[config.mk]
export PLATFORM = sky130hd
export DESIGN_NAME = display_mode_table_search_core
export DESIGN_NICKNAME = d
export VERILOG_FILES = /design/src/hdl/dmts_pkg.sv /design/src/hdl/display_mode_table_search_core.sv /design/src/hdl/dmts_ram.sv
export SDC_FILE = /design/constraint.sdc
export NUM_CORES = 2
export LEC_CHECK = 0
export BUFFER_PORTS_ARGS = -buffer_cell sky130_fd_sc_hd__buf_2
export CORE_AREA = 2 2 738 556
export DETAILED_ROUTE_END_ITERATION = 16
export DIE_AREA = 0 0 740 558
export PLACE_DENSITY_LB_ADDON = 0.1
export SETUP_SLACK_MARGIN = 0.05
export SLEW_MARGIN = 30
export SYNTH_ARGS = -nofsm -noshare
export SYNTH_HDL_FRONTEND = slang
export SYNTH_SLANG_ARGS = --single-unit
[constraint.sdc]
create_clock -name i_clk -period 15.6 [get_ports i_clk]
set_clock_uncertainty 0.2 [all_clocks]
set_input_delay 3.12 -clock i_clk [delete_from_list [all_inputs] [get_ports i_clk]]
set_output_delay 3.12 -clock i_clk [all_outputs]
set_load 0.01 [all_outputs]
[src/hdl/dmts_pkg.sv]
// Shared types and request codes for the display mode table search block
`default_nettype none

package dmts_pkg;

    // Field widths of one request and one result
    localparam int KIND_W  = 3;
    localparam int DIM_W   = 16;
    localparam int BPP_W   = 8;
    localparam int INDEX_W = 6;

    // Request kinds
    localparam logic [KIND_W-1:0] KIND_CLEAR   = 3'd0;
    localparam logic [KIND_W-1:0] KIND_LOAD    = 3'd1;
    localparam logic [KIND_W-1:0] KIND_EXACT   = 3'd2;
    localparam logic [KIND_W-1:0] KIND_ATLEAST = 3'd3;
    localparam logic [KIND_W-1:0] KIND_NEXT    = 3'd4;
    localparam logic [KIND_W-1:0] KIND_PREV    = 3'd5;

    // One table entry as stored in the mode RAM
    typedef struct packed {
        logic [BPP_W-1:0] depth;
        logic [DIM_W-1:0] height;
        logic [DIM_W-1:0] width;
    } t_mode_entry;

endpackage

`default_nettype wire

[src/hdl/display_mode_table_search_core.sv]
// Display mode table search: mode RAM, scan sequencer and result register
// Clear and load: the request goes straight to the output state, from which the result is registered.
// Exact and at-least find: one RAM read per cycle while the table is scanned.
// Next/previous find: exact scan then a neighbour scan.
// One request is worked on at a time; the next is taken once the result is registered.
// Synchronous active-low reset empties the table and drops any pending result.
`default_nettype none

module display_mode_table_search_core #(
    parameter int TABLE_DEPTH = 64
) (
    input  wire logic                        i_clk,
    input  wire logic                        i_rst_n,
    // Request channel
    input  wire logic                        i_valid,
    output logic                             o_stall,
    input  wire logic [dmts_pkg::KIND_W-1:0] i_kind,
    input  wire logic [dmts_pkg::DIM_W-1:0]  i_key_width,
    input  wire logic [dmts_pkg::DIM_W-1:0]  i_key_height,
    input  wire logic [dmts_pkg::BPP_W-1:0]  i_key_depth,
    // Result channel
    output logic                             o_valid,
    input  wire logic                        i_stall,
    output logic                             o_found,
    output logic [dmts_pkg::INDEX_W-1:0]     o_match_index,
    output logic [dmts_pkg::DIM_W-1:0]       o_match_width,
    output logic [dmts_pkg::DIM_W-1:0]       o_match_height
);

    localparam int IW = (TABLE_DEPTH > 1) ? $clog2(TABLE_DEPTH) : 1;
    localparam int CW = $clog2(TABLE_DEPTH + 1);

    typedef enum logic [1:0] {
        S_IDLE,
        S_SCAN,
        S_NEIGH,
        S_OUT
    } t_state;

    t_state                            r_state;
    logic [CW-1:0]                     r_count;
    logic [CW-1:0]                     r_ptr;
    logic                              r_cmp_vld;
    logic [IW-1:0]                     r_cmp_idx;
    logic [dmts_pkg::KIND_W-1:0]       r_kind;
    logic [dmts_pkg::DIM_W-1:0]        r_kw;
    logic [dmts_pkg::DIM_W-1:0]        r_kh;
    logic [dmts_pkg::BPP_W-1:0]        r_kd;
    // Pending result
    logic                              r_res_found;
    logic [dmts_pkg::INDEX_W-1:0]      r_res_index;
    logic [dmts_pkg::DIM_W-1:0]        r_res_width;
    logic [dmts_pkg::DIM_W-1:0]        r_res_height;
    // Output register
    logic                              r_out_vld;
    logic                              r_out_found;
    logic [dmts_pkg::INDEX_W-1:0]      r_out_index;
    logic [dmts_pkg::DIM_W-1:0]        r_out_width;
    logic [dmts_pkg::DIM_W-1:0]        r_out_height;

    logic                              w_accept;
    logic                              w_wr_en;
    dmts_pkg::t_mode_entry             w_wr_entry;
    logic [$bits(dmts_pkg::t_mode_entry)-1:0] w_rd_data;
    dmts_pkg::t_mode_entry             w_rd_entry;
    logic                              w_back;
    logic                              w_issue_ok;
    logic                              w_rd_en;
    logic [IW-1:0]                     w_rd_addr;
    logic [CW-1:0]                     w_ptr_step;
    logic                              w_bpp_eq;
    logic                              w_exact;
    logic                              w_atleast;
    logic                              w_hit;
    logic                              w_neigh_req;
    logic                              w_out_free;
    logic                              w_out_load;

    assign o_stall  = (r_state != S_IDLE);
    assign w_accept = i_valid && (r_state == S_IDLE);

    // Load appends at the fill count while there is room
    assign w_wr_en    = w_accept && (i_kind == dmts_pkg::KIND_LOAD) &&
                        (r_count < CW'(TABLE_DEPTH));
    assign w_wr_entry = '{depth: i_key_depth, height: i_key_height, width: i_key_width};

    // Read address sequencing: forward from r_ptr, or backward below r_ptr
    assign w_back     = (r_state == S_NEIGH) && (r_kind == dmts_pkg::KIND_PREV);
    assign w_issue_ok = w_back ? (r_ptr != '0) : (r_ptr < r_count);
    assign w_rd_addr  = w_back ? IW'(r_ptr - CW'(1)) : IW'(r_ptr);
    assign w_ptr_step = w_back ? (r_ptr - CW'(1)) : (r_ptr + CW'(1));
    assign w_rd_en    = ((r_state == S_SCAN) || (r_state == S_NEIGH)) && w_issue_ok;

    dmts_ram #(
        .WIDTH ($bits(dmts_pkg::t_mode_entry)),
        .DEPTH (TABLE_DEPTH),
        .ADDR_W(IW)
    ) u_ram (
        .i_clk    (i_clk),
        .i_wr_en  (w_wr_en),
        .i_wr_addr(r_count[IW-1:0]),
        .i_wr_data(w_wr_entry),
        .i_rd_en  (w_rd_en),
        .i_rd_addr(w_rd_addr),
        .o_rd_data(w_rd_data)
    );

    // Shared compare unit on the entry read last cycle
    assign w_rd_entry  = w_rd_data;
    assign w_bpp_eq    = (w_rd_entry.depth == r_kd);
    assign w_exact     = w_bpp_eq && (w_rd_entry.width == r_kw) &&
                         (w_rd_entry.height == r_kh);
    assign w_atleast   = w_bpp_eq && (w_rd_entry.width >= r_kw) &&
                         (w_rd_entry.height >= r_kh);
    assign w_hit       = (r_state == S_NEIGH) ? w_bpp_eq :
                         (r_kind == dmts_pkg::KIND_ATLEAST) ? w_atleast : w_exact;
    assign w_neigh_req = (r_kind == dmts_pkg::KIND_NEXT) || (r_kind == dmts_pkg::KIND_PREV);

    assign w_out_free = !r_out_vld || !i_stall;
    assign w_out_load = (r_state == S_OUT) && w_out_free;

    // Sequencer, table count and result registers
    always_ff @(posedge i_clk) begin
        if (!i_rst_n) begin
            r_state   <= S_IDLE;
            r_count   <= '0;
            r_cmp_vld <= 1'b0;
            r_out_vld <= 1'b0;
        end else begin
            // output slot: filled from the sequencer, or handed over downstream
            if (w_out_load) begin
                r_out_vld <= 1'b1;
            end else if (r_out_vld && !i_stall) begin
                r_out_vld <= 1'b0;
            end

            case (r_state)
                S_IDLE: begin
                    r_cmp_vld <= 1'b0;
                    if (i_valid) begin
                        r_kind       <= i_kind;
                        r_kw         <= i_key_width;
                        r_kh         <= i_key_height;
                        r_kd         <= i_key_depth;
                        r_ptr        <= '0;
                        r_res_index  <= '0;
                        r_res_width  <= '0;
                        r_res_height <= '0;
                        case (i_kind)
                            dmts_pkg::KIND_CLEAR: begin
                                r_count     <= '0;
                                r_res_found <= 1'b1;
                                r_state     <= S_OUT;
                            end
                            dmts_pkg::KIND_LOAD: begin
                                r_res_found <= (r_count < CW'(TABLE_DEPTH));
                                if (r_count < CW'(TABLE_DEPTH)) begin
                                    r_count <= r_count + CW'(1);
                                end
                                r_state <= S_OUT;
                            end
                            dmts_pkg::KIND_EXACT,
                            dmts_pkg::KIND_ATLEAST,
                            dmts_pkg::KIND_NEXT,
                            dmts_pkg::KIND_PREV: begin
                                r_res_found <= 1'b0;
                                r_state     <= S_SCAN;
                            end
                            default: begin
                                r_res_found <= 1'b0;
                                r_state     <= S_OUT;
                            end
                        endcase
                    end
                end

                S_SCAN, S_NEIGH: begin
                    if (r_cmp_vld && w_hit) begin
                        r_cmp_vld <= 1'b0;
                        if (r_state == S_NEIGH) begin
                            // neighbour with the same depth
                            r_res_found  <= 1'b1;
                            r_res_width  <= w_rd_entry.width;
                            r_res_height <= w_rd_entry.height;
                            r_state      <= S_OUT;
                        end else if (w_neigh_req) begin
                            // exact match located, turn round for the neighbour scan
                            r_ptr   <= (r_kind == dmts_pkg::KIND_PREV) ? CW'(r_cmp_idx) :
                                       CW'(r_cmp_idx) + CW'(1);
                            r_state <= S_NEIGH;
                        end else begin
                            r_res_found <= 1'b1;
                            r_res_index <= dmts_pkg::INDEX_W'(r_cmp_idx);
                            r_state     <= S_OUT;
                        end
                    end else if (!r_cmp_vld && !w_issue_ok) begin
                        // nothing in flight and nothing left to read: miss
                        r_state <= S_OUT;
                    end else begin
                        r_cmp_vld <= w_issue_ok;
                        r_cmp_idx <= w_rd_addr;
                        if (w_issue_ok) begin
                            r_ptr <= w_ptr_step;
                        end
                    end
                end

                S_OUT: begin
                    if (w_out_free) begin
                        r_out_found  <= r_res_found;
                        r_out_index  <= r_res_index;
                        r_out_width  <= r_res_width;
                        r_out_height <= r_res_height;
                        r_state      <= S_IDLE;
                    end
                end

                default: begin
                    r_state <= S_IDLE;
                end
            endcase
        end
    end

    assign o_valid        = r_out_vld;
    assign o_found        = r_out_found;
    assign o_match_index  = r_out_index;
    assign o_match_width  = r_out_width;
    assign o_match_height = r_out_height;

`ifndef SYNTHESIS
    // Fill count never passes the table size
    a_count_bound: assert property (@(posedge i_clk) disable iff (!i_rst_n)
        r_count <= CW'(TABLE_DEPTH))
        else $error("entry count beyond table depth");

    // Every RAM read targets a written entry
    a_read_in_range: assert property (@(posedge i_clk) disable iff (!i_rst_n)
        w_rd_en |-> (CW'(w_rd_addr) < r_count))
        else $error("read of an entry beyond the fill count");

    // A load into a full table leaves the count alone
    a_full_load: assert property (@(posedge i_clk) disable iff (!i_rst_n)
        (w_accept && (i_kind == dmts_pkg::KIND_LOAD) && (r_count == CW'(TABLE_DEPTH)))
        |=> (r_count == CW'(TABLE_DEPTH)))
        else $error("load changed a full table");

    // No compare left pending once back in idle
    a_idle_clean: assert property (@(posedge i_clk) disable iff (!i_rst_n)
        (r_state == S_IDLE) |-> !r_cmp_vld)
        else $error("stale compare in idle");

    // A result is only registered when the output slot is free
    a_no_overwrite: assert property (@(posedge i_clk) disable iff (!i_rst_n)
        (r_state == S_OUT && r_out_vld && i_stall) |=> (r_state == S_OUT))
        else $error("result left the sequencer while output was blocked");
`endif

endmodule

`default_nettype wire

[src/hdl/dmts_ram.sv]
// Generic single write port, single read port RAM with registered read data
`default_nettype none

module dmts_ram #(
    parameter int WIDTH  = 40,
    parameter int DEPTH  = 64,
    parameter int ADDR_W = (DEPTH > 1) ? $clog2(DEPTH) : 1
) (
    input  wire logic              i_clk,
    input  wire logic              i_wr_en,
    input  wire logic [ADDR_W-1:0] i_wr_addr,
    input  wire logic [WIDTH-1:0]  i_wr_data,
    input  wire logic              i_rd_en,
    input  wire logic [ADDR_W-1:0] i_rd_addr,
    output logic      [WIDTH-1:0]  o_rd_data
);

    logic [WIDTH-1:0] r_mem [DEPTH];

    // Write port
    always_ff @(posedge i_clk) begin
        if (i_wr_en) begin
            r_mem[i_wr_addr] <= i_wr_data;
        end
    end

    // Read port, data available the cycle after the address
    always_ff @(posedge i_clk) begin
        if (i_rd_en) begin
            o_rd_data <= r_mem[i_rd_addr];
        end
    end

endmodule

`default_nettype wire

Word-level counts from Yosys, hierarchy flattened
Memory sizes are Yosys's and may differ from the RTL's. A register that Yosys moved wholly into a read port is not among the register bits.
Index checks and enable logic that the tools add are counted.
- flip-flop bits (word level): 145
- memory bits (writable): 2560
- input bits: 47
- memories: 1
- $add $sub $neg: 4
- $lt $le $gt $ge: 4
- equality and inequality tests: 27
- muxes and demuxes: 48
- bitwise gates (word level): 2
- reductions and logical operators: 39
- memory list (memory ; depth ; width ; read ports ; clocked after memory_dff ; write ports ; RTL line ; RTL):
    u_ram.r_mem ; 64 ; 40 ; 1 ; 1 ; 1 ; dmts_ram.sv:18 ; logic [WIDTH-1:0] r_mem [DEPTH];
- operators with widths (cell ; number):
    $mux W16 ; 5
    $pmux W16 S2 ; 2
    $mux W7 ; 9
    $eq A16 B16 Y1 ; 2
    $ge A16 B16 Y1 ; 2
    $mux W6 ; 5
    $pmux W7 S2 ; 2
    $ne A3 B3 Y1 const B ; 6
    $mux W1 ; 15
    $add A7 B1 Y7 const B ; 2
    $logic_and A1 B1 Y1 ; 13
    $eq A3 B3 Y1 const B ; 4
    $ne A2 B2 Y1 const B ; 6
    $pmux W6 S2 ; 1
    $mux W2 ; 5
    $reduce_and A5 Y1 ; 2
    $eq A3 B2 Y1 const B ; 3
    $reduce_and A3 Y1 ; 3
    $eq A8 B8 Y1 ; 1
    $reduce_and A4 Y1 ; 2
    $reduce_bool A2 Y1 ; 4
    $add A6 B1 Y7 const B ; 1
    $lt A7 B7 Y1 ; 1
    $lt A7 B7 Y1 const B ; 1
    other kinds (18) ; 27

Longest topological paths before layout
- word-level depth: 8
- mapped depth: 22

Hierarchy
From an unflattened synthesis, not the netlist that was laid out.
- cell total of the unflattened synthesis: 4762
- area total of the unflattened synthesis: 104975.7 µm²
- by module, submodules not included (module ; instances ; cells each ; area each (µm²)):
    dmts_ram ; 1 ; 4263 ; 98360.6
    display_mode_table_search_core ; 1 ; 499 ; 6615.1

Worst setup path before layout
OpenSTA, ideal clock, no wires.
- kind: input to register
- start point: input port i_kind[2] (netlist name)
- end point: memory u_ram.r_mem[57][0], enable pin
- library setup time: 0.438 ns
- arrival time: 5.734 ns
- required time: 14.962 ns
- setup slack: 9.228 ns
- stages on the path: 5
- path through: nor2_1 > nand2_1 > nor4_1 > nand3_1 > nor2_1
- cells in the longest elaborated chain, start to end: 5
- ends and longest elaborated chain (element ; RTL line ; RTL):
    start: declaration ; display_mode_table_search_core.sv:17 ; input wire logic [dmts_pkg::KIND_W-1:0] i_kind,
    $eq A3 B1 Y1 ; display_mode_table_search_core.sv:83 ; assign w_wr_en = w_accept && (i_kind == dmts_pkg::KIND_LOAD) &&
    $logic_and A1 B1 Y1 (2 in a row) ; display_mode_table_search_core.sv:83 ;
    $mux W1 ; dmts_ram.sv:22 ; if (i_wr_en) begin
    $mux W1 (not written as such) ; dmts_ram.sv:23 ; r_mem[i_wr_addr] <= i_wr_data;
    end: declaration ; dmts_ram.sv:18 ;
Every way passes these cells.

Worst setup path after layout
- start point: register r_ptr[1]
- end point: register u_ram.o_rd_data[31], read port of u_ram.r_mem, data pin
- cells in the longest elaborated chain, start to end: 3
- elaborated cells between the ends (all ways): 6
- classes of those cells: 1 x add/sub; 1 x order compare; 2 x mux; 2 x reduce/logical
- ends and longest elaborated chain (element ; RTL line ; RTL):
    start: declaration ; display_mode_table_search_core.sv:42 ; logic [CW-1:0] r_ptr;
    start signal: assignment ; display_mode_table_search_core.sv:188 ; r_ptr <= (r_kind == dmts_pkg::KIND_PREV) ? CW'(r_cmp_idx) :
    start signal: assignment ; display_mode_table_search_core.sv:203 ; r_ptr <= w_ptr_step;
    $lt A7 B7 Y1 / $reduce_bool A7 Y1 (equally long branches) ; display_mode_table_search_core.sv:89 ; assign w_issue_ok = w_back ? (r_ptr != '0) : (r_ptr < r_count);
    $mux W1 ; display_mode_table_search_core.sv:89 ;
    $logic_and A1 B1 Y1 ; display_mode_table_search_core.sv:92 ; assign w_rd_en = ((r_state == S_SCAN) || (r_state == S_NEIGH)) && w_issue_ok;
    end: declaration ; dmts_ram.sv:15 ; output logic [WIDTH-1:0] o_rd_data
Parallel ways exist; a longest one is shown, timed or not.
A chain may end at the register's enable or synchronous reset.

==> flow_metrics.tcl <==
set metrics [dict create \
    maxCapViolCount 0 \
    cts_tree "built" \
    crit_family "buffers and inverters" \
    period_share 0.429 \
    flow.area_growth_from_synthesis_pct 14.5 \
    min_path_type "reg -> reg" \
    die_h_um 558 \
    wl_per_cell_um 37.2 \
    globalRouteMet3Util 0.0548 \
    setup.worst_path.end "u_ram.o_rd_data[31]" \
    crit_path_end_kind "register" \
    maxSlewHeadroom 0.244 \
    drc_errors 0 \
    place_area_um2 129000 \
    fin_crit_ps 6700 \
    rsz0062_at_grt "no" \
    worst_pin_slew_ps 1130 \
    numCtsBuffers 295 \
    ant_nets 0 \
    cp_max_fo 44 \
    cp_num_buf_inv 5 \
    row_count 203 \
    r2r_end "u_ram.o_rd_data[31]" \
    top_level_ports 88 \
    hold_slack_ps 212 \
    crit_required_ps 16040 \
    clock_path_buffers 4 \
    async_flop_share 0 \
    critPathLaunchType "register" \
    clkSinkCount 2745 \
    drv_slew 0 \
    viasPerCell 5.93 \
    syn_inst 8520 \
    grt_use_met1 0.373 \
    cp_slowest_stage_delay_ps 840 \
    hold_viol 0 \
    use_met2 0.354 \
    synth_area_um2 121000 \
    htree_levels 5 \
    gp_congestion 0.825 \
    avgSynthCellArea_um2 14.2 \
    portBuffers 87 \
    die_w_um 740 \
    hp-start "r_res_height[6]" \
    insertion_delay_ps 910 \
    grt_pass1_wl_um 706000 \
    critPathArrivalTime_ps 7130 \
    max_freq_ghz 0.149 \
    r2r_cells 13 \
    top_usage_layer "met1" \
    crit_top_cell "buf_4" \
    routed_wl_um 529000 \
    dp_hpwl_um 323000 \
    outcome "finished, final reports clean" \
    nets 8663 \
    worstSetupStartpoint "r_ptr[1]" \
    finalSetupTns_ps 0 \
    vias 84407 \
    ys_seq_area_frac 0.679 \
    floorplan.initialDensity 0.299 \
    ys.flop_type "edfxtp_1" \
    core-area_um2 406000 \
    die-area_um2 413000 \
    syn-num-nets 8615 \
    clockRootBuffer "clkbuf_16" \
    clk_pin_slew_ps 60 \
    grt_usage 0.248 \
    worst-path-stages 13 \
    critPathKind "reg -> reg" \
    drt_iter0_drc 11926 \
    slowest_stage "a31oi_2" \
    hold_buffers 0 \
    powerDensity_nw_per_um2 163 \
    drtPass1Iterations 8 \
    grt_remaining_overflow 0 \
    cts_resized 0 \
    setup_viol 0 \
    max-vdd-ir-drop_v 0.000149 \
    grt_antenna_before_repair 62 \
    crit_chain "buf_4, buf_4, buf_4, buf_4, buf_4, nand2b_1, o211ai_1, o21ai_0, mux2i_1, o22ai_1, a31oi_2, o221ai_1, nand3b_1" \
    post_cts_buffers 0 \
    grt_pass1_vias 78925 \
    synth_edf_count 2734 \
    fin_area_um2 139000 \
    r2r_slack_ps 8900 \
    drive_above_1_share 0.138 \
    grt_max_degree 156 \
    timing.rr.start "r_ptr[1]" \
    synth_seq_cells 2745 \
    synth_warnings 0 \
    synth.distinct_cells 85 \
    power_leakage_nw 44.8 \
]
==> metal layers <==
| layer | vias to the layer above | part of all wire | routed length [um] |
|---|---|---|---|
| met4 | 12 | 0.033 | 17400 |
| met5 | - | 0.00015 | 80 |
| met3 | 688 | 0.095 | 50200 |
| met1 | 44801 | 0.46 | 243000 |
| met2 | 4330 | 0.41 | 218000 |
| li1 | 34576 | - | - |
==> final cells by class <==
type / instances / area [um2]
Timing Repair Buffer: 447 / 3610
Tap cell: 5432 / 6800
Multi-Input combinational cell: 5025 / 36800
Fill cell: 38982 / 267000
Clock buffer: 368 / 7870
Antenna cell: 17 / 42.5
Inverter: 54 / 234
Clock inverter: 144 / 1280
Sequential cell: 2745 / 82300
==> cell usage after synthesis (22+ instances only) <==
cell type	count	share of area
o21ai_0	391	0.016
a22oi_1	39	0.0024
a21oi_1	256	0.011
o221ai_1	329	0.024
ha_1	48	0.0050
o22ai_1	729	0.038
clkbuf_1	385	0.012
mux2_2	56	0.0052
inv_1	50	0.0015
mux2i_1	909	0.075
a31oi_1	33	0.0017
edfxtp_1	2734	0.68
nand2_1	505	0.016
buf_1	155	0.0048
buf_2	131	0.0054
nand2b_1	22	0.0011
nor2b_1	22	0.0011
mux4_2	148	0.027
a32oi_1	38	0.0027
a221oi_1	100	0.0072
nor2_1	443	0.014
o211ai_1	48	0.0030
a211oi_1	54	0.0033
nor3_1	274	0.011
nand3_1	244	0.010
nor4_1	23	0.0012
nand4_1	27	0.0014
and2_1	40	0.0021
or3_1	22	0.0011
==> cells by family after synthesis <==
kind of cell | after synthesis | synth area share
multiplexers | 1113 | 0.108
flip-flops | 2745 | 0.679
AND/OR/NAND/NOR | 1674 | 0.0619
XOR/XNOR | 27 | 0.00201
adder cells (fa/ha/maj) | 48 | 0.00495
AO/OA/AOI/OAI | 2163 | 0.119
buffers and inverters | 750 | 0.0259
==> how the worst min path moves through the flow <==
| stage | to | slack [ps] | cells after the start |
|---|---|---|---|
| 2_1_floorplan | o_found | 200 | 0 |
| 3_3_place_gp | o_match_width[12] | 200 | 0 |
| 3_5_place_dp | o_match_height[14] | 200 | 0 |
| 4_1_cts | o_match_height[6] | 210 | 0 |
| 5_1_grt | o_match_height[6] | 220 | 0 |
| 6_report | o_match_height[6] | 210 | 0 |
==> cells in the final DEF (no fill, tap or decap), types with 23 or more instances in the layout <==
| master | synthesis | final |
|---|---|---|
| a211oi_1 | 54 | 53 |
| a21oi_1 | 256 | 254 |
| a221oi_1 | 100 | 97 |
| a22oi_1 | 39 | 39 |
| a31oi_1 | 33 | 29 |
| a32oi_1 | 38 | 38 |
| and2_1 | 40 | 39 |
| buf_2 | 131 | 81 |
| buf_4 | 12 | 329 |
| bufinv_16 | 0 | 23 |
| clkbuf_1 | 385 | 63 |
| clkbuf_16 | 0 | 305 |
| clkinv_1 | 1 | 61 |
| clkinv_2 | 0 | 47 |
| edfxtp_1 | 2734 | 2734 |
| ha_1 | 48 | 46 |
| inv_1 | 50 | 48 |
| mux2_2 | 56 | 56 |
| mux2i_1 | 909 | 909 |
| mux4_2 | 148 | 148 |
| nand2_1 | 505 | 500 |
| nand3_1 | 244 | 239 |
| nand4_1 | 27 | 27 |
| nor2_1 | 443 | 363 |
| nor2_4 | 0 | 71 |
| nor3_1 | 274 | 271 |
| o211ai_1 | 48 | 48 |
| o21ai_0 | 391 | 386 |
| o21ai_1 | 18 | 23 |
| o221ai_1 | 329 | 329 |
| o22ai_1 | 729 | 724 |
==> power by group <==
part           switching, W  internal [W]
Clock               0.00305       0.00395
Sequential         0.000244       0.00833
Combinational       0.00487       0.00222
Total               0.00817        0.0145
==> state kept, by name, summed over array words and instances, names as in the netlist <==
register	flops
o_found	1
o_match_height	16
o_match_index	6
o_match_width	16
o_valid	1
r_cmp_idx	6
r_cmp_vld	1
r_count	7
r_kd	8
r_kh	16
r_kind	3
r_kw	16
r_ptr	7
r_res_found	1
r_res_height	16
r_res_index	6
r_res_width	16
r_state	2
u_ram.o_rd_data	40
u_ram.r_mem	2560
==> worst register-to-register path, delay by kind of cell, from the launching register on <==
family,cells,cell delay [ps]
and+or+nand+nor,2,400
DFF,1,480
buffers and inverters,5,3550
muxes,1,170
AOI/OAI and AO/OA,5,1650
==> through the flow <==
step                cells  power, W  setup slack [ps]   util
finish              14232    0.0227              8900  0.342
global route        14215    0.0234              8840  0.342
CTS                 14205    0.0227              9000  0.341
detailed placement  13693    0.0157              8400  0.319
global placement    13688    0.0157              7900  0.318
floorplan            8520    0.0126              9230      -
(Power assumes the default switching activity.)
